$ cat config.mk
export PLATFORM = sky130hd
export DESIGN_NAME = crc_frame_receiver_flat
export DESIGN_NICKNAME = d
export VERILOG_FILES = /design/src/sv/cfr_pkg.sv /design/src/sv/cfr_if.sv /design/src/sv/cfr_parser.sv /design/src/sv/crc_frame_receiver.sv /design/src/flat_wrapper.sv
export SDC_FILE = /design/constraint.sdc
export NUM_CORES = 1
export LEC_CHECK = 0
export BUFFER_PORTS_ARGS = -buffer_cell sky130_fd_sc_hd__clkbuf_2
export CAP_MARGIN = 20
export CORE_MARGIN = 3
export CORE_UTILIZATION = 55
export DETAILED_ROUTE_END_ITERATION = 16
export GPL_ROUTABILITY_DRIVEN = 0
export PLACE_DENSITY = 0.85
export SLEW_MARGIN = 25
export SYNTH_ARGS = -nofsm -noshare
export SYNTH_HDL_FRONTEND = slang
export SYNTH_SLANG_ARGS = --single-unit
export TNS_END_PERCENT = 5
$ cat constraint.sdc
create_clock -name clk_i -period 5.5 [get_ports clk_i]
set_input_delay 0.275 -clock clk_i [delete_from_list [all_inputs] [get_ports clk_i]]
set_output_delay 0.275 -clock clk_i [all_outputs]
set_load 0.05 [all_outputs]
$ cat src/sv/cfr_pkg.sv
// Shared types and constants of the CRC frame receiver.
package cfr_pkg;

  localparam logic [31:0] FrameMagic     = 32'h3153_5052;
  localparam logic [31:0] CrcPoly        = 32'hEDB8_8320;
  localparam logic [31:0] CrcOnes        = 32'hFFFF_FFFF;
  localparam logic [31:0] MaxLengthReset = 32'h0400_0000;
  localparam logic [7:0]  EndTypeReset   = 8'h00;

  // Register index, taken from paddr[2]
  localparam logic RegMaxLength = 1'b0;
  localparam logic RegEndType   = 1'b1;

  typedef enum logic [1:0] {
    PH_CLOSED  = 2'd0,
    PH_HEADER  = 2'd1,
    PH_PAYLOAD = 2'd2,
    PH_TRAILER = 2'd3
  } phase_e;

  typedef enum logic [1:0] {
    ACT_BYTE  = 2'd0,
    ACT_CLOSE = 2'd1,
    ACT_OPEN  = 2'd2
  } action_e;

  typedef enum logic [1:0] {
    KIND_DATA   = 2'd0,
    KIND_ACCEPT = 2'd1,
    KIND_ABORT  = 2'd2
  } kind_e;

  typedef struct packed {
    logic        valid;
    kind_e       kind;
    logic [7:0]  frm_type;
    logic [7:0]  data_byte;
    logic [31:0] frame_length;
  } result_t;

endpackage

$ cat src/sv/cfr_if.sv
// Stream interfaces of the CRC frame receiver: link events in, results out.
interface cfr_in_if;
  logic       valid;
  logic       ready;
  logic [1:0] action;
  logic [7:0] rx_byte;

  modport source (output valid, output action, output rx_byte, input ready);
  modport sink   (input valid, input action, input rx_byte, output ready);
endinterface

interface cfr_out_if;
  logic        valid;
  logic        ready;
  logic [1:0]  kind;
  logic [7:0]  frm_type;
  logic [7:0]  data_byte;
  logic [31:0] frame_length;

  modport source (output valid, output kind, output frm_type, output data_byte,
                  output frame_length, input ready);
  modport sink   (input valid, input kind, input frm_type, input data_byte,
                  input frame_length, output ready);
endinterface

$ cat src/sv/cfr_parser.sv
// Frame parser: header, payload and trailer state with the byte-wide CRC-32 update.
module cfr_parser (
  input  logic                clk_i,
  input  logic                rst_ni,
  input  logic                accept_i,
  input  logic [1:0]          action_i,
  input  logic [7:0]          rx_byte_i,
  input  logic [31:0]         max_length_i,
  input  logic [7:0]          end_type_i,
  output cfr_pkg::result_t    result_o
);

  cfr_pkg::phase_e phase_q, phase_d;
  logic [3:0]  pos_q, pos_d;
  logic [7:0]  type_q, type_d;
  logic [31:0] len_q, len_d;
  logic [31:0] left_q, left_d;
  logic [31:0] crc_q, crc_d;
  logic [31:0] rcv_q, rcv_d;

  logic [31:0] full_len;
  logic [31:0] full_rcv;
  logic [31:0] crc_next;
  logic [3:0]  len_idx;
  logic        is_open;
  cfr_pkg::result_t res;

  function automatic logic [31:0] crc_byte(input logic [31:0] crc, input logic [7:0] b);
    logic [31:0] c;
    c = crc ^ {24'h0, b};
    for (int k = 0; k < 8; k++) begin
      c = c[0] ? (cfr_pkg::CrcPoly ^ (c >> 1)) : (c >> 1);
    end
    return c;
  endfunction

  always_ff @(posedge clk_i or negedge rst_ni) begin
    if (!rst_ni) begin
      phase_q <= cfr_pkg::PH_CLOSED;
      pos_q   <= '0;
      type_q  <= '0;
      len_q   <= '0;
      left_q  <= '0;
      crc_q   <= cfr_pkg::CrcOnes;
      rcv_q   <= '0;
    end else begin
      phase_q <= phase_d;
      pos_q   <= pos_d;
      type_q  <= type_d;
      len_q   <= len_d;
      left_q  <= left_d;
      crc_q   <= crc_d;
      rcv_q   <= rcv_d;
    end
  end

  always_comb begin
    phase_d = phase_q;
    pos_d   = pos_q;
    type_d  = type_q;
    len_d   = len_q;
    left_d  = left_q;
    crc_d   = crc_q;
    rcv_d   = rcv_q;

    res.valid        = 1'b0;
    res.kind         = cfr_pkg::KIND_DATA;
    res.frm_type     = '0;
    res.data_byte    = '0;
    res.frame_length = '0;

    // Last byte of a little-endian word lands in the top lane, still clear
    full_len = len_q | {rx_byte_i, 24'h0};
    full_rcv = rcv_q | {rx_byte_i, 24'h0};
    crc_next = crc_byte(crc_q, rx_byte_i);
    len_idx  = pos_q - 4'd5;
    is_open  = (phase_q != cfr_pkg::PH_CLOSED);

    if (accept_i) begin
      case (action_i)
        cfr_pkg::ACT_CLOSE: begin
          if (is_open) begin
            phase_d   = cfr_pkg::PH_CLOSED;
            pos_d     = '0;
            res.valid = 1'b1;
            res.kind  = cfr_pkg::KIND_ABORT;
          end
        end
        cfr_pkg::ACT_OPEN: begin
          // Abort the old connection, then start on a fresh header
          if (is_open) begin
            res.valid = 1'b1;
            res.kind  = cfr_pkg::KIND_ABORT;
          end
          phase_d = cfr_pkg::PH_HEADER;
          pos_d   = '0;
          type_d  = '0;
          len_d   = '0;
          left_d  = '0;
          crc_d   = cfr_pkg::CrcOnes;
          rcv_d   = '0;
        end
        cfr_pkg::ACT_BYTE: begin
          case (phase_q)
            cfr_pkg::PH_HEADER: begin
              case (pos_q) inside
                [4'd0:4'd3]: rcv_d[{pos_q[1:0], 3'b000} +: 8] = rx_byte_i;
                4'd4:        type_d = rx_byte_i;
                [4'd5:4'd8]: len_d[{len_idx[1:0], 3'b000} +: 8] = rx_byte_i;
                default: ;
              endcase
              if (pos_q < 4'd8) begin
                pos_d = pos_q + 4'd1;
              end else if (rcv_q != cfr_pkg::FrameMagic || full_len > max_length_i) begin
                phase_d   = cfr_pkg::PH_CLOSED;
                pos_d     = '0;
                res.valid = 1'b1;
                res.kind  = cfr_pkg::KIND_ABORT;
              end else begin
                rcv_d   = '0;
                crc_d   = cfr_pkg::CrcOnes;
                pos_d   = '0;
                left_d  = full_len;
                phase_d = (full_len == '0) ? cfr_pkg::PH_TRAILER : cfr_pkg::PH_PAYLOAD;
              end
            end
            cfr_pkg::PH_PAYLOAD: begin
              crc_d  = crc_next;
              left_d = left_q - 32'd1;
              if (left_q == 32'd1) begin
                phase_d = cfr_pkg::PH_TRAILER;
              end
              res.valid     = 1'b1;
              res.kind      = cfr_pkg::KIND_DATA;
              res.frm_type  = type_q;
              res.data_byte = rx_byte_i;
            end
            cfr_pkg::PH_TRAILER: begin
              rcv_d[{pos_q[1:0], 3'b000} +: 8] = rx_byte_i;
              if (pos_q[1:0] != 2'd3) begin
                pos_d = {2'b00, pos_q[1:0] + 2'd1};
              end else if ((crc_q ^ cfr_pkg::CrcOnes) != full_rcv) begin
                phase_d   = cfr_pkg::PH_CLOSED;
                pos_d     = '0;
                res.valid = 1'b1;
                res.kind  = cfr_pkg::KIND_ABORT;
              end else begin
                res.valid        = 1'b1;
                res.kind         = cfr_pkg::KIND_ACCEPT;
                res.frm_type     = type_q;
                res.frame_length = len_q;
                pos_d = '0;
                rcv_d = '0;
                crc_d = cfr_pkg::CrcOnes;
                if (type_q == end_type_i) begin
                  phase_d = cfr_pkg::PH_CLOSED;
                end else begin
                  phase_d = cfr_pkg::PH_HEADER;
                  len_d   = '0;
                  left_d  = '0;
                end
              end
            end
            default: ;
          endcase
        end
        default: ;
      endcase
    end
  end

  assign result_o = res;

  property p_close_shuts;
    @(posedge clk_i) disable iff (!rst_ni)
      accept_i && action_i == cfr_pkg::ACT_CLOSE |=> phase_q == cfr_pkg::PH_CLOSED;
  endproperty
  a_close_shuts: assert property (p_close_shuts) else $error("parser open after close");

  property p_open_fresh;
    @(posedge clk_i) disable iff (!rst_ni)
      accept_i && action_i == cfr_pkg::ACT_OPEN |=>
        phase_q == cfr_pkg::PH_HEADER && pos_q == 4'd0 && crc_q == cfr_pkg::CrcOnes;
  endproperty
  a_open_fresh: assert property (p_open_fresh) else $error("open did not restart header");

  property p_data_in_payload;
    @(posedge clk_i) disable iff (!rst_ni)
      res.valid && res.kind == cfr_pkg::KIND_DATA |-> phase_q == cfr_pkg::PH_PAYLOAD;
  endproperty
  a_data_in_payload: assert property (p_data_in_payload) else $error("data outside payload");

  property p_closed_no_result;
    @(posedge clk_i) disable iff (!rst_ni)
      phase_q == cfr_pkg::PH_CLOSED && action_i != cfr_pkg::ACT_OPEN |-> !res.valid;
  endproperty
  a_closed_no_result: assert property (p_closed_no_result) else $error("result while closed");

endmodule

$ cat src/sv/crc_frame_receiver.sv
// Top level of the CRC frame receiver: APB registers, parser and result register.
// One link event (byte, close or open) is taken per cycle; its result, if any, is in the
// result register on the next cycle. Parsing state and the byte-wide CRC-32 update sit
// between the parser's state registers and that result register, so the input is stalled
// only while the result register holds a transfer the sink has not yet taken. Payload
// bytes are passed on as they arrive; discard a frame's payload on abort. No clearing pass.
module crc_frame_receiver (
  input  logic              clk_i,
  input  logic              rst_ni,
  cfr_in_if.sink            in_if,
  cfr_out_if.source         out_if,
  input  logic              psel,
  input  logic              penable,
  input  logic              pwrite,
  input  logic [2:0]        paddr,
  input  logic [31:0]       pwdata,
  output logic [31:0]       prdata,
  output logic              pready
);

  logic [31:0] max_length_q;
  logic [7:0]  end_type_q;
  logic        cfg_we;
  logic        in_accept;
  logic        out_valid_q, out_valid_d;
  cfr_pkg::result_t out_q;
  cfr_pkg::result_t res;

  assign pready = 1'b1;
  assign cfg_we = psel && penable && pwrite;
  assign prdata = (paddr[2] == cfr_pkg::RegEndType) ? {24'h0, end_type_q} : max_length_q;

  always_ff @(posedge clk_i or negedge rst_ni) begin
    if (!rst_ni) begin
      max_length_q <= cfr_pkg::MaxLengthReset;
      end_type_q   <= cfr_pkg::EndTypeReset;
    end else if (cfg_we) begin
      if (paddr[2] == cfr_pkg::RegMaxLength) begin
        max_length_q <= pwdata;
      end else begin
        end_type_q <= pwdata[7:0];
      end
    end
  end

  // Accept whenever the result register is empty or being drained
  assign in_if.ready = !out_valid_q || out_if.ready;
  assign in_accept   = in_if.valid && in_if.ready;

  cfr_parser u_parser (
    .clk_i        (clk_i),
    .rst_ni       (rst_ni),
    .accept_i     (in_accept),
    .action_i     (in_if.action),
    .rx_byte_i    (in_if.rx_byte),
    .max_length_i (max_length_q),
    .end_type_i   (end_type_q),
    .result_o     (res)
  );

  always_comb begin
    if (in_accept) begin
      out_valid_d = res.valid;
    end else begin
      out_valid_d = out_valid_q && !out_if.ready;
    end
  end

  always_ff @(posedge clk_i or negedge rst_ni) begin
    if (!rst_ni) begin
      out_valid_q <= 1'b0;
    end else begin
      out_valid_q <= out_valid_d;
    end
  end

  always_ff @(posedge clk_i) begin
    if (in_accept && res.valid) begin
      out_q <= res;
    end
  end

  assign out_if.valid        = out_valid_q;
  assign out_if.kind         = out_q.kind;
  assign out_if.frm_type     = out_q.frm_type;
  assign out_if.data_byte    = out_q.data_byte;
  assign out_if.frame_length = out_q.frame_length;

  property p_result_lands;
    @(posedge clk_i) disable iff (!rst_ni)
      in_accept && res.valid |=> out_valid_q;
  endproperty
  a_result_lands: assert property (p_result_lands) else $error("result lost");

  property p_no_overrun;
    @(posedge clk_i) disable iff (!rst_ni)
      out_valid_q && !out_if.ready |-> !in_accept;
  endproperty
  a_no_overrun: assert property (p_no_overrun) else $error("result register overrun");

  property p_out_hold;
    @(posedge clk_i) disable iff (!rst_ni)
      out_valid_q && !out_if.ready |=> out_valid_q && $stable(out_q);
  endproperty
  a_out_hold: assert property (p_out_hold) else $error("waiting result changed");

endmodule
$ cat src/flat_wrapper.sv
// flat-port wrapper written by rule: the top's interface ports become plain ports
module crc_frame_receiver_flat 
  (clk_i, rst_ni, psel, penable, pwrite, paddr, pwdata, prdata, pready, in_if_valid, in_if_action, in_if_rx_byte, in_if_ready, out_if_valid, out_if_kind, out_if_frm_type, out_if_data_byte, out_if_frame_length, out_if_ready);
  cfr_in_if in_if_i ();
  cfr_out_if out_if_i ();
  input  logic clk_i;
  input  logic rst_ni;
  input  logic psel;
  input  logic penable;
  input  logic pwrite;
  input  logic [2:0] paddr;
  input  logic [31:0] pwdata;
  output logic [31:0] prdata;
  output logic pready;
  input wire logic [$bits(in_if_i.valid)-1:0] in_if_valid;
  input wire logic [$bits(in_if_i.action)-1:0] in_if_action;
  input wire logic [$bits(in_if_i.rx_byte)-1:0] in_if_rx_byte;
  output wire logic [$bits(in_if_i.ready)-1:0] in_if_ready;
  output wire logic [$bits(out_if_i.valid)-1:0] out_if_valid;
  output wire logic [$bits(out_if_i.kind)-1:0] out_if_kind;
  output wire logic [$bits(out_if_i.frm_type)-1:0] out_if_frm_type;
  output wire logic [$bits(out_if_i.data_byte)-1:0] out_if_data_byte;
  output wire logic [$bits(out_if_i.frame_length)-1:0] out_if_frame_length;
  input wire logic [$bits(out_if_i.ready)-1:0] out_if_ready;
  assign in_if_i.valid = in_if_valid;
  assign in_if_i.action = in_if_action;
  assign in_if_i.rx_byte = in_if_rx_byte;
  assign in_if_ready = in_if_i.ready;
  assign out_if_valid = out_if_i.valid;
  assign out_if_kind = out_if_i.kind;
  assign out_if_frm_type = out_if_i.frm_type;
  assign out_if_data_byte = out_if_i.data_byte;
  assign out_if_frame_length = out_if_i.frame_length;
  assign out_if_i.ready = out_if_ready;
  crc_frame_receiver u_core (.clk_i(clk_i), .rst_ni(rst_ni), .in_if(in_if_i), .out_if(out_if_i), .psel(psel), .penable(penable), .pwrite(pwrite), .paddr(paddr), .pwdata(pwdata), .prdata(prdata), .pready(pready));
endmodule
Word level (Yosys, flattened, before mapping)

Index checks and enable logic that the tools add are counted.

Bitwise operators: 16
Equality and inequality tests: 26
Add/sub/neg operators: 6
Multipliers: 0
Reduce and logical (&&, ||, !) cells: 29
Mux-type cells: 71
$lt $le $gt $ge: 6
Div/mod/pow operators: 0
Shift-type cells: 4

Operator list:

| operator                                                                | count |
|---|---|
| 32-bit 2-to-1 mux                                                       | 29 |
| 32-bit case mux with 2 select lines                                     | 6 |
| 32-bit case mux with 3 select lines                                     | 2 |
| 13-bit inverter with 14-bit output                                      | 8 |
| 32-bit bitwise mux                                                      | 2 |
| 32-bit bitwise OR                                                       | 2 |
| 8-bit by 7-bit variable shift with 32-bit output (first input constant) | 2 |
| 8-bit by 7-bit indexed part select with 32-bit output                   | 2 |
| 51-bit 2-to-1 mux                                                       | 1 |
| 48-bit 2-to-1 mux                                                       | 1 |
| 8-bit 2-to-1 mux                                                        | 5 |
| 32-bit by 1-bit equality test with 1-bit output (second input constant) | 1 |
| 32-bit greater-than comparator                                          | 1 |
| 32-bit zero test                                                        | 1 |
| 32-bit by 30-bit != test with 1-bit output (second input constant)      | 1 |
| 32-bit != test                                                          | 1 |
| 32-bit inverter                                                         | 1 |
| 8-bit case mux with 2 select lines                                      | 2 |
| 32-bit by 1-bit subtractor with 32-bit output (second input constant)   | 1 |
| 32-bit by 8-bit bitwise XOR with 32-bit output                          | 1 |
| 3-bit != test (second input constant)                                   | 9 |
| 2-bit 2-to-1 mux                                                        | 8 |
| 5-bit negator with 7-bit output                                         | 2 |
| 7-bit AND reduction                                                     | 2 |
| other kinds (40)                                                        | 67 |

Bits of input ports: 52
Word-level logic and storage cells: 172
Output and inout bits: 85
Memories kept: 0
Memory bits (read-only): 0
RAM bits: 0
Bits in latches: 0
Register bits: 233

Depth between registers and ports, before layout

Word-level depth: 19
Depth in mapped cells: 13
Mapped depth without buffers: 10

Hierarchy

A second synthesis with hierarchy kept.

Cells, all modules: 1245
Area total of the unflattened synthesis: 13291.5 sq um

Modules (own cells, without submodules):

| module             | cells each | seq. area each (sq um) | times used | area an instance (sq um) |
|---|---|---|---|---|
| cfr_parser         | 1066       | 3593.4                 | 1          | 9828.2 |
| crc_frame_receiver | 179        | 2528.7                 | 1          | 3463.3 |

Least setup slack after synthesis

Ideal clock, no wire load.

Path kind: input port to flip-flop
Start point: in in_if_rx_byte[2]
End point: reg u_core.out_q, in the netlist u_core.out_if.data_byte[0], enable pin
Path slack: 855 ps
Library setup time: 458 ps
Arrival: 4188 ps
Buffers on the path: 1
Stages: 9
Required time: 5042 ps
Cell sequence: clkbuf_1 > or2_2 > ha_1 > nand4_1 > nor4_1 > o31a_1 > o31a_1 > a211oi_1 > nor2_1

Word-level cells in the longest chain between the ends: 9

RTL lines:

| item                               | RTL line                 | RTL |
|---|---|---|
| start: declaration                 | flat_wrapper.sv:17       | `input wire logic [$bits(in_if_i.rx_byte)-1:0] in_if_rx_byte;` |
| 32-bit bitwise OR                  | cfr_parser.sv:73         | `full_len = len_q \| {rx_byte_i, 24'h0};` |
| 32-bit greater-than comparator     | cfr_parser.sv:114        | `end else if (rcv_q != cfr_pkg::FrameMagic \|\| full_len > max_length_i) begin` |
| 1-bit logical OR                   | cfr_parser.sv:114        |  |
| 3-bit 2-to-1 mux                   | cfr_parser.sv:114        |  |
| 3-bit 2-to-1 mux                   | cfr_parser.sv:112        | `if (pos_q < 4'd8) begin` |
| 3-bit case mux with 3 select lines | cfr_parser.sv:104        | `case (phase_q)` |
| 3-bit case mux with 2 select lines | cfr_parser.sv:80         | `case (action_i)` |
| 51-bit 2-to-1 mux                  | cfr_parser.sv:79         | `if (accept_i) begin` |
| 1-bit logical AND                  | crc_frame_receiver.sv:78 | `if (in_accept && res.valid) begin` |
| end signal: assignment             | crc_frame_receiver.sv:79 | `out_q <= res;` |
| end: declaration                   | crc_frame_receiver.sv:26 | `cfr_pkg::result_t out_q;` |

No other way between the ends.
A chain may end at the register's enable or synchronous reset.

Worst setup path after layout

Start point: reg u_core.u_parser.rcv_q[2]
End point: reg u_core.u_parser.left_q[12]

Word-level cells in the longest chain between the ends: 4
Elaborated cells on any way between the ends: 7
Those cells by class: eq/ne: 4; bitwise: 1; reduce/logical: 2

RTL lines:

| item                                                                                   | RTL line                             | RTL |
|---|---|---|
| start: declaration                                                                     | cfr_parser.sv:19                     | `logic [31:0] rcv_q, rcv_d;` |
| start signal: assignment                                                               | cfr_parser.sv:53                     | `rcv_q <= rcv_d;` |
| 32-bit bitwise OR / 32-bit by 30-bit != test with 1-bit output (equally long branches) | cfr_parser.sv:74, cfr_parser.sv:114  |  |
| 32-bit != test / 1-bit logical OR (equally long branches)                              | cfr_parser.sv:142, cfr_parser.sv:114 |  |
| 3-bit != test (no line)                                                                | -                                    |  |
| 8-bit AND reduction (no line) (*)                                                      | -                                    |  |
| end signal: assignment                                                                 | cfr_parser.sv:51                     | `left_q <= left_d;` |
| end: declaration                                                                       | cfr_parser.sv:17                     | `logic [31:0] left_q, left_d;` |

Mark *: on every way between the ends. The rest lies on a longest branch, timed or not.

==> results.tsv <==
metric	value	unit
fin_area	0.0150	sq mm
dr.first_iter.drc_count	1417	
fmax	231	MHz
fin_worst_skew	0.0367	ns
io_buffers	133	
finish.utilization	65.8	%
yosysTopAreaCell	dfrtp_1	
grt_pass1_vias	11100	
num_rows	55	
cp_max_fo	12	
synth_edf_count	50	
core	0.0228	sq mm
async_reset_ff_share	78.5	%
cap_violations	0	
layout_min_cycle_time	4.33	ns
die_y	159	microns
endpoint_kind	register	
fill_cells	1672	
totalWireLength	38500	microns
grt_pass1_wl	60900	microns
status	completed	
numCtsBuffers	26	
start_util	56.4	%
cts.clk_slew.worst_paths	0.06	ns
rsz0062_at_grt	no	
syn_area	0.0129	sq mm
io_pins	137	
fin_crit_sh	78.6	%
tightest_slew	1.03	ns
min_path_type	in -> reg	
required	5.95	ns
grt.total_usage	29.7	%
gr-total-overflow	0	
dpl_worst_slack	1.02	ns
crit_type	reg -> reg	
nets	1482	
drive_gt1_share	22.1	%
dp_hpwl	25600	microns
post_cts_buffers	0	
yosysTopAreaCellShare	29.1	%
setup_tns	0	ns
synth.distinct_cells	76	
insertion_delay	0.56	ns
relSlewSlack	31.0	%
drc	0	
syn_inst	1237	
dieArea	0.0253	sq mm
cts-htree-levels	1	
cts_tree	yes	
dpl_cell_area	0.0138	sq mm
ant_nets	0	
fin_ws	1.17	ns
synth-seq-cells	233	
finalPower	4830	uW
post_drt_wl_per_cell	22.4	microns
antenna_found_initial	0	
fp.dieW	159	microns
ys_top_cells_by_area	dfrtp_1 (29%), edfxtp_1 (12%), dfstp_2 (6.7%), mux2_2 (6.0%), ha_1 (4.5%)	
p_leak	0.00652	uW
first_pass_iters	8	
peakVddDrop	221	uV
synth_nets	1335	
vias_per_cell	6.41	
cts_sinks	233	
critPathLaunchType	register	
hold_viol	0	
cts_buffer_depth	3	
grt_max_degree	83	
cts_root_buffer	clkbuf_16	
finalSetupViolations	0	
power.density	322	mW/mm^2
yosysWarnings	0	
syn_to_final_growth	16.6	%
drv_slew	0	
cp.arrival	4.78	ns
syn_avg_cell_area	10.4	sq um
synth-seq-area-share	47.5	%
ys.flop_type	dfrtp_1	
vias	11000	
==> worst max-delay path, stage by stage (launching register included) <==
cell and delay, ns:
dfrtp_1 0.44, nor4b_1 0.71, nand4_1 0.35, a2111oi_0 0.43, nand3_1 0.19, o211ai_1 0.84, buf_4 0.35, nand3_1 0.47
a22o_2 0.45
==> cells by family after synthesis <==
logic type / Yosys count / share of synthesized area (%)
XOR/XNOR: 113 / 7.86
flip-flops: 233 / 47.5
other: 1 / 0.0291
multiplexers: 75 / 6.51
AO/OA/AOI/OAI: 254 / 14.1
AND/OR/NAND/NOR: 379 / 15.3
buffers and inverters: 136 / 4.22
adder cells (fa/ha/maj): 46 / 4.47
==> sequential cells by signal, summed over array words and instances, names as in the netlist <==
name,flops
u_core.u_parser.len_q,32
u_core.u_parser.crc_q,32
u_core.out_if.frm_type,8
u_core.u_parser.rcv_q,32
u_core.u_parser.pos_q,4
u_core.u_parser.left_q,32
u_core.u_parser.type_q,8
u_core.max_length_q,32
u_core.out_if.frame_length,32
u_core.out_if.kind,2
u_core.out_if.valid,1
u_core.end_type_q,8
u_core.u_parser.phase_q,2
u_core.out_if.data_byte,8
==> repair_timing <==
action,CTS,global route
setup endpoints to repair,0,0
gates resized for setup,0,0
hold endpoints to repair,87,0
hold buffers,33,0
==> path summary, 6_finish.rpt <==
kind                                                           to  cells past startpoint                                    from  slack, ns
max                        u_core.u_parser.left_q[12]$_DFFE_PN0P_                      8    u_core.u_parser.rcv_q[2]$_DFFE_PN0P_       1.17
min                         u_core.u_parser.type_q[2]$_DFFE_PN0P_                      4                        in_if_rx_byte[2]       0.26
max reg2reg                u_core.u_parser.left_q[12]$_DFFE_PN0P_                      8    u_core.u_parser.rcv_q[2]$_DFFE_PN0P_       1.17
min reg2reg                u_core.u_parser.left_q[20]$_DFFE_PN0P_                      1  u_core.u_parser.left_q[20]$_DFFE_PN0P_       0.50
max in group asynchronous    u_core.u_parser.pos_q[3]$_DFFE_PN0P_                      3                                  rst_ni       3.87
min in group asynchronous    u_core.u_parser.rcv_q[5]$_DFFE_PN0P_                      2                                  rst_ni       0.38
==> power by group <==
| group | internal [uW] | total (uW) | switching [uW] |
|---|---|---|---|
| combinational | 337 | 1020 | 678 |
| sequential | 1890 | 2000 | 113 |
| clock | 1070 | 1820 | 744 |
| total | 3300 | 4830 | 1540 |
==> synth_stat cells, drive strengths merged (42+ instances only) <==
cell type	instances
and2	42
inv	77
ha	46
dfrtp	150
edfxtp	50
xnor2	63
xor2	50
o21ai	62
nor2	66
a22o	44
nand2	104
mux2	70
==> final cells by class <==
cell class / count / area (sq um) / area share, %
timing repair buffer: 178 / 1090 / 7.27
antenna: 1 / 2.50 / 0.0167
multi-input combinational: 868 / 6240 / 41.5
clock inverter: 18 / 213 / 1.42
clock buffer: 30 / 676 / 4.50
tap: 313 / 392 / 2.61
sequential: 233 / 6120 / 40.7
inverter: 77 / 289 / 1.92
==> cells in the final DEF, fill, tap and decap left out, types with 5 or more instances in the layout <==
master	Yosys	layout
mux2i_1	5	5
o2bb2ai_1	27	27
nor4_1	27	26
nand3_1	15	14
edfxtp_1	50	50
o31ai_1	5	5
and2_1	42	42
a22oi_1	8	8
and3_1	14	14
nor3_1	19	19
nand4_1	41	41
mux2_2	69	69
a22o_1	43	43
inv_1	77	77
nand2_1	103	103
ha_1	46	46
xor2_1	50	50
a31oi_1	6	6
o22ai_1	13	13
dlygate4sd3_1	0	33
dfstp_2	33	33
nand2b_1	7	7
a21oi_1	32	32
nor2_1	66	64
clkinv_2	0	8
o21ai_0	58	58
a32o_1	8	8
dfrtp_1	150	150
or4_1	6	6
xnor2_1	60	60
clkbuf_16	0	26
or3_1	13	13
a21o_1	6	6
buf_4	1	12
clkbuf_2	0	132
==> metal layers <==
| layer | wire (microns) | vias up | global-route usage [%] |
|---|---|---|---|
| met5 | 0 | - | 0 |
| met4 | 2070 | 0 | 13.5 |
| met3 | 4250 | 200 | 7.02 |
| met2 | 17600 | 751 | 47.4 |
| met1 | 14600 | 5276 | 38.6 |
| li1 | - | 4788 | - |
==> through the flow <==
step | hold slack [ns] | cells
final | 0.263 | 1718
after detailed placement | 0.392 | 1636
after global routing | 0.262 | 1717
after CTS | 0.246 | 1717
after floorplan | -0.0206 | 1237
after global placement | 0.388 | 1636
Note: power is estimated with default switching activity, not from simulation.
